## src/rtl/isc_pkg.sv

```systemverilog
// isc_pkg: shared types and constants for the insertion sorter.
// No dependencies; imported by isc_cell, insertion_sorter and the bench.
`default_nettype none

package isc_pkg;

    localparam int WORD_W = 32;

    typedef logic signed [WORD_W-1:0] word_t;

    // Broadcast control for every cell in the chain
    typedef struct packed {
        logic  insert;     // place new_value into the chain this cycle
        logic  shift;      // move every entry one cell toward the output
        word_t new_value;  // value being inserted
    } isc_ctrl_t;

    // What one cell shows its upper neighbor
    typedef struct packed {
        word_t value;      // held entry
        logic  lt;         // cell is occupied and new_value sorts before it
    } isc_link_t;

endpackage : isc_pkg

`default_nettype wire

```

## src/rtl/isc_cell.sv

```systemverilog
// isc_cell: one slot of the systolic sort chain.
// Depends on isc_pkg for the control and neighbor link types.
`default_nettype none

module isc_cell #(
    parameter int IDX   = 0,
    parameter int CNT_W = 7
) (
    input  wire                     aclk,
    input  wire isc_pkg::isc_ctrl_t ctrl,
    input  wire  [CNT_W-1:0]        count,
    input  wire isc_pkg::isc_link_t lower,
    input  wire isc_pkg::word_t     upper_value,
    output isc_pkg::isc_link_t      link
);
    import isc_pkg::*;

    localparam logic [CNT_W-1:0] MY_IDX = CNT_W'(IDX);

    word_t value_reg;
    word_t value_next;
    logic  occupied;
    logic  is_tail;
    logic  lt;

    // Occupancy follows from the fill count; the lowest free cell is the tail
    assign occupied = count > MY_IDX;
    assign is_tail  = count == MY_IDX;
    assign lt       = occupied && (ctrl.new_value < value_reg);

    // On shift, upper entry; on insert, lower if it moves up, else new_value
    always_comb begin
        value_next = value_reg;
        if (ctrl.shift) begin
            value_next = upper_value;
        end else if (ctrl.insert && (lt || is_tail)) begin
            value_next = lower.lt ? lower.value : ctrl.new_value;
        end
    end

    // Hold the entry; no reset on payload
    always_ff @(posedge aclk) begin
        value_reg <= value_next;
    end

    assign link.value = value_reg;
    assign link.lt    = lt;

endmodule : isc_cell

`default_nettype wire

```

## config.mk

```make
export PLATFORM = sky130hd
export DESIGN_NAME = isc_cell
export DESIGN_NICKNAME = d
export VERILOG_FILES = /design/src/rtl/isc_pkg.sv /design/src/rtl/isc_cell.sv
export SDC_FILE = /design/constraint.sdc
export NUM_CORES = 1
export LEC_CHECK = 0
export BUFFER_PORTS_ARGS = -buffer_cell sky130_fd_sc_hd__buf_2
export CAP_MARGIN = 20
export CORE_ASPECT_RATIO = 0.75
export CORE_UTILIZATION = 45
export DETAILED_ROUTE_END_ITERATION = 10
export PLACE_DENSITY = 0.82
export SLEW_MARGIN = 5
export SYNTH_ARGS = -nofsm -noshare
export SYNTH_HDL_FRONTEND = slang
export SYNTH_SLANG_ARGS = --single-unit
```

## constraint.sdc

```tcl
create_clock -name aclk -period 3.5 [get_ports aclk]
set_clock_uncertainty 0.15 [all_clocks]
set_input_delay 0.525 -clock aclk [delete_from_list [all_inputs] [get_ports aclk]]
set_output_delay 0.525 -clock aclk [all_outputs]
set_load 0.005 [all_outputs]
```

==> Word-level counts from Yosys, hierarchy flattened <==
Cells that the tools add are included.
{ "word_totals": {"register_bits": 32, "output_inout_bits": 33, "wordCells": 11, "input_bits": 107} }
{ "op_classes": {"muxes": 3, "order_cmp": 2, "reduce_logical": 5} }
{ "ops": {"columns": ["op", "count"], "rows": [
  ["32-bit two-way mux", 3],
  ["32-bit less-than comparator", 1],
  ["7-bit by 1-bit > comparator with 1-bit output, second input constant", 1],
  ["7-bit logical NOT", 1],
  ["1-bit logical AND", 2],
  ["2-bit nonzero test", 1],
  ["1-bit logical OR", 1]
]} }

==> Depth between registers and ports, before layout <==
Gate-level depths: netlist of run 1.
{ "logic_depth": {"depth_word": 6, "depth_mapped": 9, "ltp_nobuf": 8} }

==> Least setup slack after synthesis of run 1 <==
OpenSTA, ideal clock, no wires.
{ "synth_path": {"path_type": "input to register", "from": "in ctrl[21] (netlist name)", "to": "reg value_reg[0], enable pin", "setup_ns": 0.397, "cell_stages": 7, "slack_ns": 0.405, "required_ns": 2.953, "t_arrival_ns": 2.548, "n_path_buf": 0, "cell_sequence": "ha_1 > a211oi_2 > o21ai_0 > o211ai_1 > o211ai_1 > o22a_1 > o21ai_2"} }
{ "synth_between": {"elab_chain_cells": 5} }
{ "synth_lines": {"columns": ["element", "line", "text"], "rows": [
  ["start, declared", "isc_cell.sv:10", "input wire isc_pkg::isc_ctrl_t ctrl,"],
  ["32-bit less-than comparator", "isc_cell.sv:29", "assign lt = occupied && (ctrl.new_value < value_reg);"],
  ["1-bit logical AND", "isc_cell.sv:29", null],
  ["1-bit logical OR", "isc_cell.sv:36", "end else if (ctrl.insert && (lt || is_tail)) begin"],
  ["1-bit logical AND", "isc_cell.sv:36", null],
  ["2-bit nonzero test (no source line)", null, null],
  ["end signal, assigned", "isc_cell.sv:43", "value_reg <= value_next;"],
  ["end, declared", "isc_cell.sv:20", "word_t value_reg;"]
]} }
Every way passes these cells.
A chain may end at the register's enable or synchronous reset.

==> results of run 1 <==
worst reg2reg max path, stage by stage, from the launching register on:
cell and delay, ps:
edfxtp_1 400, inv_1 70, ha_1 240, a211oi_2 240, o21ai_0 120, o211ai_1 260
o211ai_1 140, o22a_1 250, o21ai_4 140, buf_4 270
logic make-up after synthesis:
| kind of cell | synth area share |
|---|---|
| and+or+nand+nor | 0.0966 |
| muxes | 0.131 |
| AOI/OAI and AO/OA | 0.150 |
| DFF | 0.392 |
| buffers and inverters | 0.0720 |
| adders and majority gates | 0.158 |
power breakdown:
part / switching [mW] / internal [mW] / leakage [nW]
logic: 0.176 / 0.164 / 1.37
registers: 0.0215 / 0.480 / 0.322
clock network: 0.126 / 0.135 / 0.0410
cell type report:
cell class / count / area share
Clock inverter: 1 / 0.00152
Clock buffer: 6 / 0.0221
Inverter: 33 / 0.0377
Tap cell: 72 / 0.0274
Multi-Input combinational cell: 184 / 0.401
Timing Repair Buffer: 142 / 0.218
Sequential cell: 32 / 0.292
metal layers:
layer,routed length (microns),share of wire,GRT usage
met1,2620,0.42,0.252
met2,2900,0.47,0.393
met4,124,0.020,0.0963
met5,0,0,0
met3,515,0.084,0.0624
stage by stage:
stage,setup WS [ps],util
global placement,683,0.634
CTS,569,0.649
finish,582,0.649
floorplan,405,-
global route,401,0.649
detailed placement,632,0.634
how the worst max path moves through the flow:
| stage | slack, ps | startpoint | to |
|---|---|---|---|
| 2_1_floorplan | 410 | ctrl[21] | value_reg[0] |
| 3_3_place_gp | 680 | ctrl[21] | link[0] |
| 3_5_place_dp | 630 | ctrl[21] | link[0] |
| 4_1_cts | 570 | value_reg[21] | link[0] |
| 5_1_grt | 400 | value_reg[21] | link[0] |
| 6_report | 580 | value_reg[21] | link[0] |
cells in the final DEF (no fill, tap or decap), types with 2 or more instances in the layout:
cell type,netlist,final
a21o_1,3,3
a21oi_1,13,13
buf_2,3,139
buf_4,1,3
clkbuf_8,0,5
edfxtp_1,32,32
ha_1,31,31
inv_1,33,33
mux2i_1,32,32
nand2_1,40,40
nand2b_1,2,2
nand4_1,5,5
nor2_1,5,5
o211ai_1,3,3
o21ai_0,39,39
==> out/results.ini, run 1 <==
[outcome]
outcome = finished, final reports clean

[detailed_routing]
drtIter0Drc = 78
postRouteWirelength_microns = 6160
ant_nets = 0
avgRoutedWirePerCell_microns = 13.1
first_pass_iters = 4
num_vias = 2347
drt-vias-per-instance = 4.99
drc = 0

[cts]
worstSkewPairLatency_ps = 280
cts_hold_buf = 0
cts_buffers = 5
cts_setup_buffers = 0
cts_buffer_depth = 2
cts_resized = 0
clkTransAtPathRegs_ps = 60
clock-sinks = 32
cts_tree = built
cts_root_buf = clkbuf_8
htreeDepth = 2

[worst_setup_path]
crit_chain = inv_1 > ha_1 > a211oi_2 > o21ai_0 > o211ai_1 > o211ai_1 > o22a_1 > nor2_1 > buf_2
critPathMostFrequentCell = o211ai_1
crit_cells = 9
crit_path_max_incr_delay_ps = 400
critPathMaxFanout = 2
timing.critical_path.buf_inv = 2
crit_slowest_cell = edfxtp_1
r2r_slack_ps = 900
startpoint_type = flop
end_kind = output pin
reg2reg_from = value_reg[21]
worst_ep_arrival_time_ps = 2240
required_ps = 2820
r2r_end = value_reg[10]
path_delay_family = compound AO/OA/AOI/OAI gates
crit_type = reg2out
r2r_cells = 9

[floorplan]
core.rowCount = 22
die_width_microns = 87.2
dieArea_sq_um = 5740
core_sq_um = 5060
io_pins = 140
die_y_microns = 65.9
start_util = 0.483

[job]
drv_cap = 0

[finish]
multi_input_area_sq_um = 1320
largest_register_ff_count = 32
antennaDiodeCount = 0
area_growth_pct = 34.3
final_cell_area_sq_um = 3290
regArea_sq_um = 961
drive_gt1_frac = 0.377
fin_cells = 470
nNetsFinal = 536
fill_cells = 458

[synth]
synthArstFlopShare = 0
seq_area_frac_synth = 0.392
synth_largest_area_cell = edfxtp_1
synth_seq_cells = 32
synth_top_area_frac = 0.392
yosysWarnings = 0
syn_area_sq_um = 2450
yosys-top-cells-count = nand2_1, o21ai_0, inv_1
synth_enable_flop_cells = 32
syn-instance-count = 261
synthTopCellsByArea = edfxtp_1, ha_1, mux2i_1
synthFlopType = edfxtp_1
synthesis.nets = 399
yosysUniqueCellTypes = 26
synth_area_per_cell_sq_um = 9.38
synth_most_common_cell = nand2_1

[placed_design]
dpl-instance-area_sq_um = 3210
io_buffers = 139
hpwlAfterDp_microns = 5110
place_inst = 463
gp_congestion = 0.805

[global_routing]
grt.overflow.total = 0
grt_usage = 0.222
grt_max_degree = 40
antenna_found_initial = 0
grt_pass1_vias = 2156
grt_pass1_wl_microns = 9460

[pwr]
ir_drop_v = 0.000218
totalPowerFinal_mw = 1.10
powerDensity_nw_per_um2 = 335
p_leak_nw = 1.73

[timing]
hold_viol_final = 0
setup_viol = 0
timing.fmax_mhz = 343
rsz0062_at_grt = false
setup_tns_ps = 0
worst_pin_slew_ps = 971
fin_hold_ws_ps = 372
min_period_ps = 2920
finalMaxSlewViolations = 0
post-route-period-util = 0.834
relSlewSlack = 0.353

[worst_hold_path]
hp-start = upper_value[17]
min_path_type = in2reg
hold_end = value_reg[17]
worstHoldPathCells = 3

Power figures use the tool's default switching activity.
==> run 2, diff against run 1 <==
Clock period 3.5 ns to 3 ns, I/O delays scaled along.
==> run 2 against run 1 <==
Core utilization increased by 0.52 points. Clock power up 15%. Hold slack worse by 74 ps. Via count increased by 0.43%.
==> out/results.ini, run 2 (synthesis results as in run 1) <==
[worst_setup_path]
critPathMaxFanout = 2  ; unchanged
timing.critical_path.buf_inv = 2  ; unchanged
cp-startpoint = value_reg[21]
startpoint_type = flop
required_ps = 2400  ; -420 ps
reg2reg_from = value_reg[21]
crit_slowest_cell = edfxtp_1
crit_type = reg2out
crit_chain = inv_1 > ha_1 > a211oi_2 > o21ai_0 > o211ai_1 > o211ai_1 > o22a_1 > nor2_1 > buf_2
crit_path_max_incr_delay_ps = 390  ; about the same
path_delay_family = compound AO/OA/AOI/OAI gates
worst_ep_arrival_time_ps = 2220  ; -20 ps
critPathMostFrequentCell = o211ai_1
end_kind = output pin

[placed_design]
place_worst_setup_slack_ps = 175  ; -457 ps
gp_congestion = 0.790  ; -1.8%
hpwlAfterDp_microns = 5260  ; +3.0%
io_buffers = 139  ; unchanged
place_inst = 464  ; +0.22%

[detailed_routing]
drc = 0  ; unchanged
num_vias = 2357  ; +0.43%
first_pass_iters = 4  ; unchanged
avgRoutedWirePerCell_microns = 13.3  ; +1.3%
postRouteWirelength_microns = 6270  ; +1.8%
drt-vias-per-instance = 4.99  ; about the same
drtIter0Drc = 100  ; +28%
ant_nets = 0  ; unchanged

[timing]
worst_pin_slew_ps = 500  ; -471 ps
finalMaxSlewViolations = 0  ; unchanged
hold_viol_final = 0  ; unchanged
post-route-period-util = 0.939
rsz0062_at_grt = false
setup_viol = 0  ; unchanged
setup_tns_ps = 0  ; unchanged
relSlewSlack = 0.667  ; +0.314
min_period_ps = 2820
timing.fmax_mhz = 355
setup_ws_ps = 184  ; -398 ps
fin_hold_ws_ps = 299  ; -73.5 ps

[finish]
nNetsFinal = 538  ; +0.37%
largest_register_ff_count = 32  ; unchanged
fill_cells = 466  ; +1.7%
antennaDiodeCount = 0  ; unchanged
final_common_cell = buf_2
fin_cells = 472  ; +0.43%
drive_gt1_frac = 0.378  ; +0.000616
final_cell_mix = buf_2, nand2_1, o21ai_0, inv_1
area_growth_pct = 35.4

[cts]
clock-sinks = 32  ; unchanged
cts_tree = built
worstSkewPairLatency_ps = 280  ; about the same
cts_root_buf = clkbuf_8
cts_resized = 0  ; unchanged
cts_hold_buf = 0  ; unchanged
cts_buffers = 5  ; unchanged
cts_buffer_depth = 2  ; unchanged
clkTransAtPathRegs_ps = 70  ; about the same
htreeDepth = 2  ; unchanged

[floorplan]
start_util = 0.483  ; unchanged
die_y_microns = 65.9  ; unchanged
io_pins = 140  ; unchanged
core.rowCount = 22  ; unchanged
dieArea_sq_um = 5740  ; unchanged
core_sq_um = 5060  ; unchanged
die_width_microns = 87.2  ; unchanged

[job]
drv_cap = 0  ; unchanged

[global_routing]
grt_usage = 0.226  ; +0.00397
grt_pass1_wl_microns = 9740  ; +2.9%
grt_pass1_vias = 2216  ; +2.8%
antenna_found_initial = 0  ; unchanged
grt.overflow.total = 0  ; unchanged
grt_max_degree = 37  ; -7.5%

[worst_hold_path]
hp-start = upper_value[13]
min_path_type = in2reg

[pwr]
p_leak_nw = 1.75  ; +0.70%
power_switching_share = 0.297  ; +0.00379
power.switching_uw = 384  ; +19%
p_clk_frac = 0.232  ; -0.005
powerDensity_nw_per_um2 = 390  ; +17%
ir_drop_v = 0.000238  ; +8.9%
p_int_uw = 909  ; +17%
comb_power_share = 0.314  ; +0.006
seqPwrFrac = 0.453  ; -0.002

[outcome]
outcome = finished, final reports clean

## run 2: cell count changes in the layout (fill, tap and decap cells not counted), sizes merged
cell	previous run	this run
clkbuf	6	5
buf	142	144
clkinv	1	2
## run 2: timing repair
action | in CTS | in global routing
buffers inserted | 0 | 1
setup endpoints to repair | 0 | 1
hold endpoints to repair | 0 | 0
## run 2: worst reg2reg max path, cell delays in order (launching register included)
cell and delay, ps:
edfxtp_1 390, inv_1 70, ha_1 240, a211oi_2 240, o21ai_0 110, o211ai_1 260
o211ai_1 130, o22a_1 240, o21ai_4 260, buf_4 220
## run 2: final timing paths
path         slack [ps]  cells after the start            end
max                 180                      9        link[0]
min reg2reg        1050                      4  value_reg[24]
min                 300                      3  value_reg[13]
max reg2reg         390                      9   value_reg[7]
## run 2: area by class of cell
| cell class | count | area (sq um) | share of cell area |
|---|---|---|---|
| Clock buffer | 5 | 68.8 | 0.0208 |
| Clock inverter | 2 | 7.51 | 0.00226 |
| Inverter | 33 | 124 | 0.0374 |
| Multi-Input combinational cell | 184 | 1320 | 0.398 |
| Sequential cell | 32 | 961 | 0.290 |
| Tap cell | 72 | 90.1 | 0.0272 |
| Timing Repair Buffer | 144 | 746 | 0.225 |
## run 2: per-stage QoR
step	total power, mW	utilization	area (sq um)
finish	1.29	0.655	3320
global route	1.38	0.655	3320
CTS	1.30	0.653	3310
detailed placement	1.00	0.638	3230
global placement	0.982	0.638	3230
floorplan	0.811	-	2460
## run 2: power groups by stage
| stage | Sequential, mW | Combinational, mW | Clock (mW) |
|---|---|---|---|
| 2_1_floorplan | 0.597 | 0.214 | 0 |
| 3_3_place_gp | 0.592 | 0.390 | 0 |
| 3_5_place_dp | 0.595 | 0.409 | 0 |
| 4_1_cts | 0.586 | 0.410 | 0.306 |
| 5_1_grt | 0.592 | 0.464 | 0.326 |
| 6_report | 0.586 | 0.406 | 0.300 |
## run 2: layer usage
| metal | routed length, microns | track usage | vias up | share of wire |
|---|---|---|---|---|
| li1 | - | - | 1204 | - |
| met1 | 2610 | 0.264 | 1050 | 0.42 |
| met2 | 3140 | 0.417 | 97 | 0.50 |
| met3 | 464 | 0.0499 | 6 | 0.074 |
| met4 | 53 | 0.0656 | 0 | 0.0085 |
| met5 | 0 | 0 | - | 0 |
==> run 3, diff against run 2 <==
--- a/config.mk
+++ b/config.mk
@@ -7,2 +7,3 @@
 export LEC_CHECK = 0
+export ABC_CLOCK_PERIOD_IN_PS = 3000
 export BUFFER_PORTS_ARGS = -buffer_cell sky130_fd_sc_hd__buf_2
==> constraint.sdc (replaced) <==
create_clock -name aclk -period 3 [get_ports aclk]
set_clock_uncertainty 0.15 [all_clocks]
set_input_delay 0 -clock aclk [delete_from_list [all_inputs] [get_ports aclk]]
set_output_delay 0 -clock aclk [all_outputs]
set_load 0.005 [all_outputs]
==> run 3 against run 2 <==
Core utilization is 13 points higher. Final area is 19% higher. Critical path depth stayed put. Register-to-register slack worse by 70 ps. Via count is 14% higher. Sequential share of layout area is 4.7 points lower. Cell count is 13% higher. Die area stayed put. Combinational power is 23% higher. Routed wire length is 21% higher. Sequential cell count stayed put.
==> out/results.ini, run 3 (synthesis results as in run 1) <==
[timing]
worst_pin_slew_ps = 987  ; +488 ps
timing.fmax_mhz = 373  ; +5.1%
min_period_ps = 2680  ; -137 ps
hold_viol_final = 0  ; unchanged
relSlewSlack = 0.342  ; -0.325
post-route-period-util = 0.893  ; -0.0455
rsz0062_at_grt = false
setup_ws_ps = 320  ; +137 ps
setup_tns_ps = 0  ; unchanged
setup_viol = 0  ; unchanged
fin_hold_ws_ps = 171  ; -128 ps
finalMaxSlewViolations = 0  ; unchanged

[worst_setup_path]
r2r_cells = 9  ; unchanged
critPathMostFrequentCell = o211ai_1
end_kind = flop
crit_chain = inv_1 > ha_1 > a211oi_2 > o21ai_0 > o211ai_1 > o211ai_1 > o22a_1 > o21ai_4 > buf_4
reg2reg_from = value_reg[21]
required_ps = 2810  ; +410 ps
path_delay_family = compound AO/OA/AOI/OAI gates
critPathMaxFanout = 22  ; +20
timing.critical_path.buf_inv = 2  ; unchanged
r2r_slack_ps = 320  ; -70 ps
crit_slowest_cell = edfxtp_1
r2r_end = value_reg[25]
worst_ep_arrival_time_ps = 2490  ; +270 ps
crit_type = reg2reg
crit_path_max_incr_delay_ps = 410  ; +20 ps
startpoint_type = flop

[detailed_routing]
drtIter0Drc = 117  ; +17%
first_pass_iters = 6  ; +2
num_vias = 2681  ; +14%
postRouteWirelength_microns = 7550  ; +21%
ant_nets = 0  ; unchanged
drc = 0  ; unchanged
drt-vias-per-instance = 5.01  ; +0.35%
avgRoutedWirePerCell_microns = 14.1  ; +6.3%

[placed_design]
gp_congestion = 0.811  ; +2.6%
hpwlAfterDp_microns = 4970  ; -5.5%
io_buffers = 139  ; unchanged
place_worst_setup_slack_ps = 393  ; +217 ps

[global_routing]
grt_max_degree = 39  ; +5.4%
antenna_found_initial = 0  ; unchanged
grt_usage = 0.271  ; +0.0446
grt_pass1_vias = 2707  ; +22%
grt.overflow.total = 0  ; unchanged
grt_pass1_wl_microns = 11600  ; +20%

[floorplan]
core_sq_um = 5060  ; unchanged
die_width_microns = 87.2  ; unchanged
start_util = 0.483  ; unchanged
dieArea_sq_um = 5740  ; unchanged
core.rowCount = 22  ; unchanged
io_pins = 140  ; unchanged
die_y_microns = 65.9  ; unchanged

[finish]
nNetsFinal = 600  ; +12%
final_cell_mix = buf_2, dlygate4sd3_1, nand2_1, o21ai_0, inv_1
final_common_cell = buf_2
drive_gt1_frac = 0.326  ; -0.0514
area_growth_pct = 61.7
antennaDiodeCount = 0  ; unchanged
largest_register_ff_count = 32  ; unchanged
final_util = 0.782  ; +0.127
fill_cells = 375  ; -20%

[worst_hold_path]
worstHoldPathCells = 4  ; +1
hold_end = value_reg[8]
hp-start = ctrl[33]
min_path_type = in2reg

[pwr]
p_leak_nw = 2.03  ; +16%
power.switching_uw = 418  ; +8.8%
powerDensity_nw_per_um2 = 376  ; -3.6%
p_int_mw = 1.07  ; +18%
ir_drop_v = 0.000245  ; +2.8%
power_switching_share = 0.281  ; -0.0162
comb_power_share = 0.335  ; +0.021
p_clk_frac = 0.273  ; +0.041
seqPwrFrac = 0.392  ; -0.061
totalPowerFinal_mw = 1.49  ; +15%

[cts]
clkTransAtPathRegs_ps = 70  ; about the same
cts_root_buf = clkbuf_8
htreeDepth = 2  ; unchanged
clock-sinks = 32  ; unchanged
worstSkewPairLatency_ps = 280  ; about the same
cts_tree = built
cts_buffers = 5  ; unchanged
cts_buffer_depth = 2  ; unchanged

[job]
drv_cap = 0  ; unchanged

[outcome]
outcome = finished, final reports clean

-- run 3: cell count changes in the layout (fill, tap and decap cells not counted) --
cell / previous run / this run
buf_4: 4 / 3
dlygate4sd3_1: 0 / 64
clkinv_1: 2 / 0
bufinv_16: 0 / 1
clkinv_2: 0 / 1
clkbuf_1: 0 / 1
buf_12: 1 / 0
-- run 3: final cells by class --
type / instances / area, sq um / share of cell area
sequential: 32 / 961 / 0.243
clock inverter: 2 / 35.0 / 0.00885
inverter: 33 / 124 / 0.0313
timing repair buffer: 206 / 1360 / 0.343
tap: 72 / 90.1 / 0.0227
multi-input combinational: 184 / 1320 / 0.333
clock buffer: 6 / 72.6 / 0.0183
-- run 3: worst min-delay path, delay by kind of cell --
family | cells | cell delay [ps]
AO/OA/AOI/OAI | 2 | 160
buffers and inverters | 2 | 290
-- run 3: worst max path at each step --
stage                          endpoint  slack (ps)          start  cells past startpoint
after floorplan            value_reg[0]          50  value_reg[21]                      8
after global placement    value_reg[18]         470  value_reg[21]                      9
after detailed placement  value_reg[18]         390  value_reg[21]                      9
after CTS                 value_reg[25]         370  value_reg[21]                      9
after global routing      value_reg[25]         170  value_reg[21]                      9
final                     value_reg[25]         320  value_reg[21]                      9
-- run 3: stage by stage --
step / cells / cell area, sq um
after floorplan: 261 / 2450
after global placement: 463 / 3210
after detailed placement: 463 / 3210
after CTS: 535 / 3960
after global routing: 535 / 3960
final: 535 / 3960
-- run 3: timing repair --
action	CTS	global route
setup buffers	0	0
hold buffers	64	0
endpoints found under the setup margin	0	0
hold endpoints to repair	32	0
gates resized for setup	0	0
-- run 3: routing by layer --
metal / GRT usage / vias up / share of wire
met5: 0 / - / 0
met4: 0.119 / 0 / 0.025
met2: 0.522 / 115 / 0.50
met3: 0.0537 / 20 / 0.066
met1: 0.286 / 1218 / 0.41
li1: - / 1328 / -
-- run 3: power by group through the flow --
stage               registers, mW  logic (mW)  clock network (mW)
finish                      0.584       0.498               0.406
global placement            0.589       0.388                   0
CTS                         0.584       0.487               0.413
detailed placement          0.593       0.401                   0
floorplan                   0.598       0.212                   0
global route                0.590       0.554               0.433
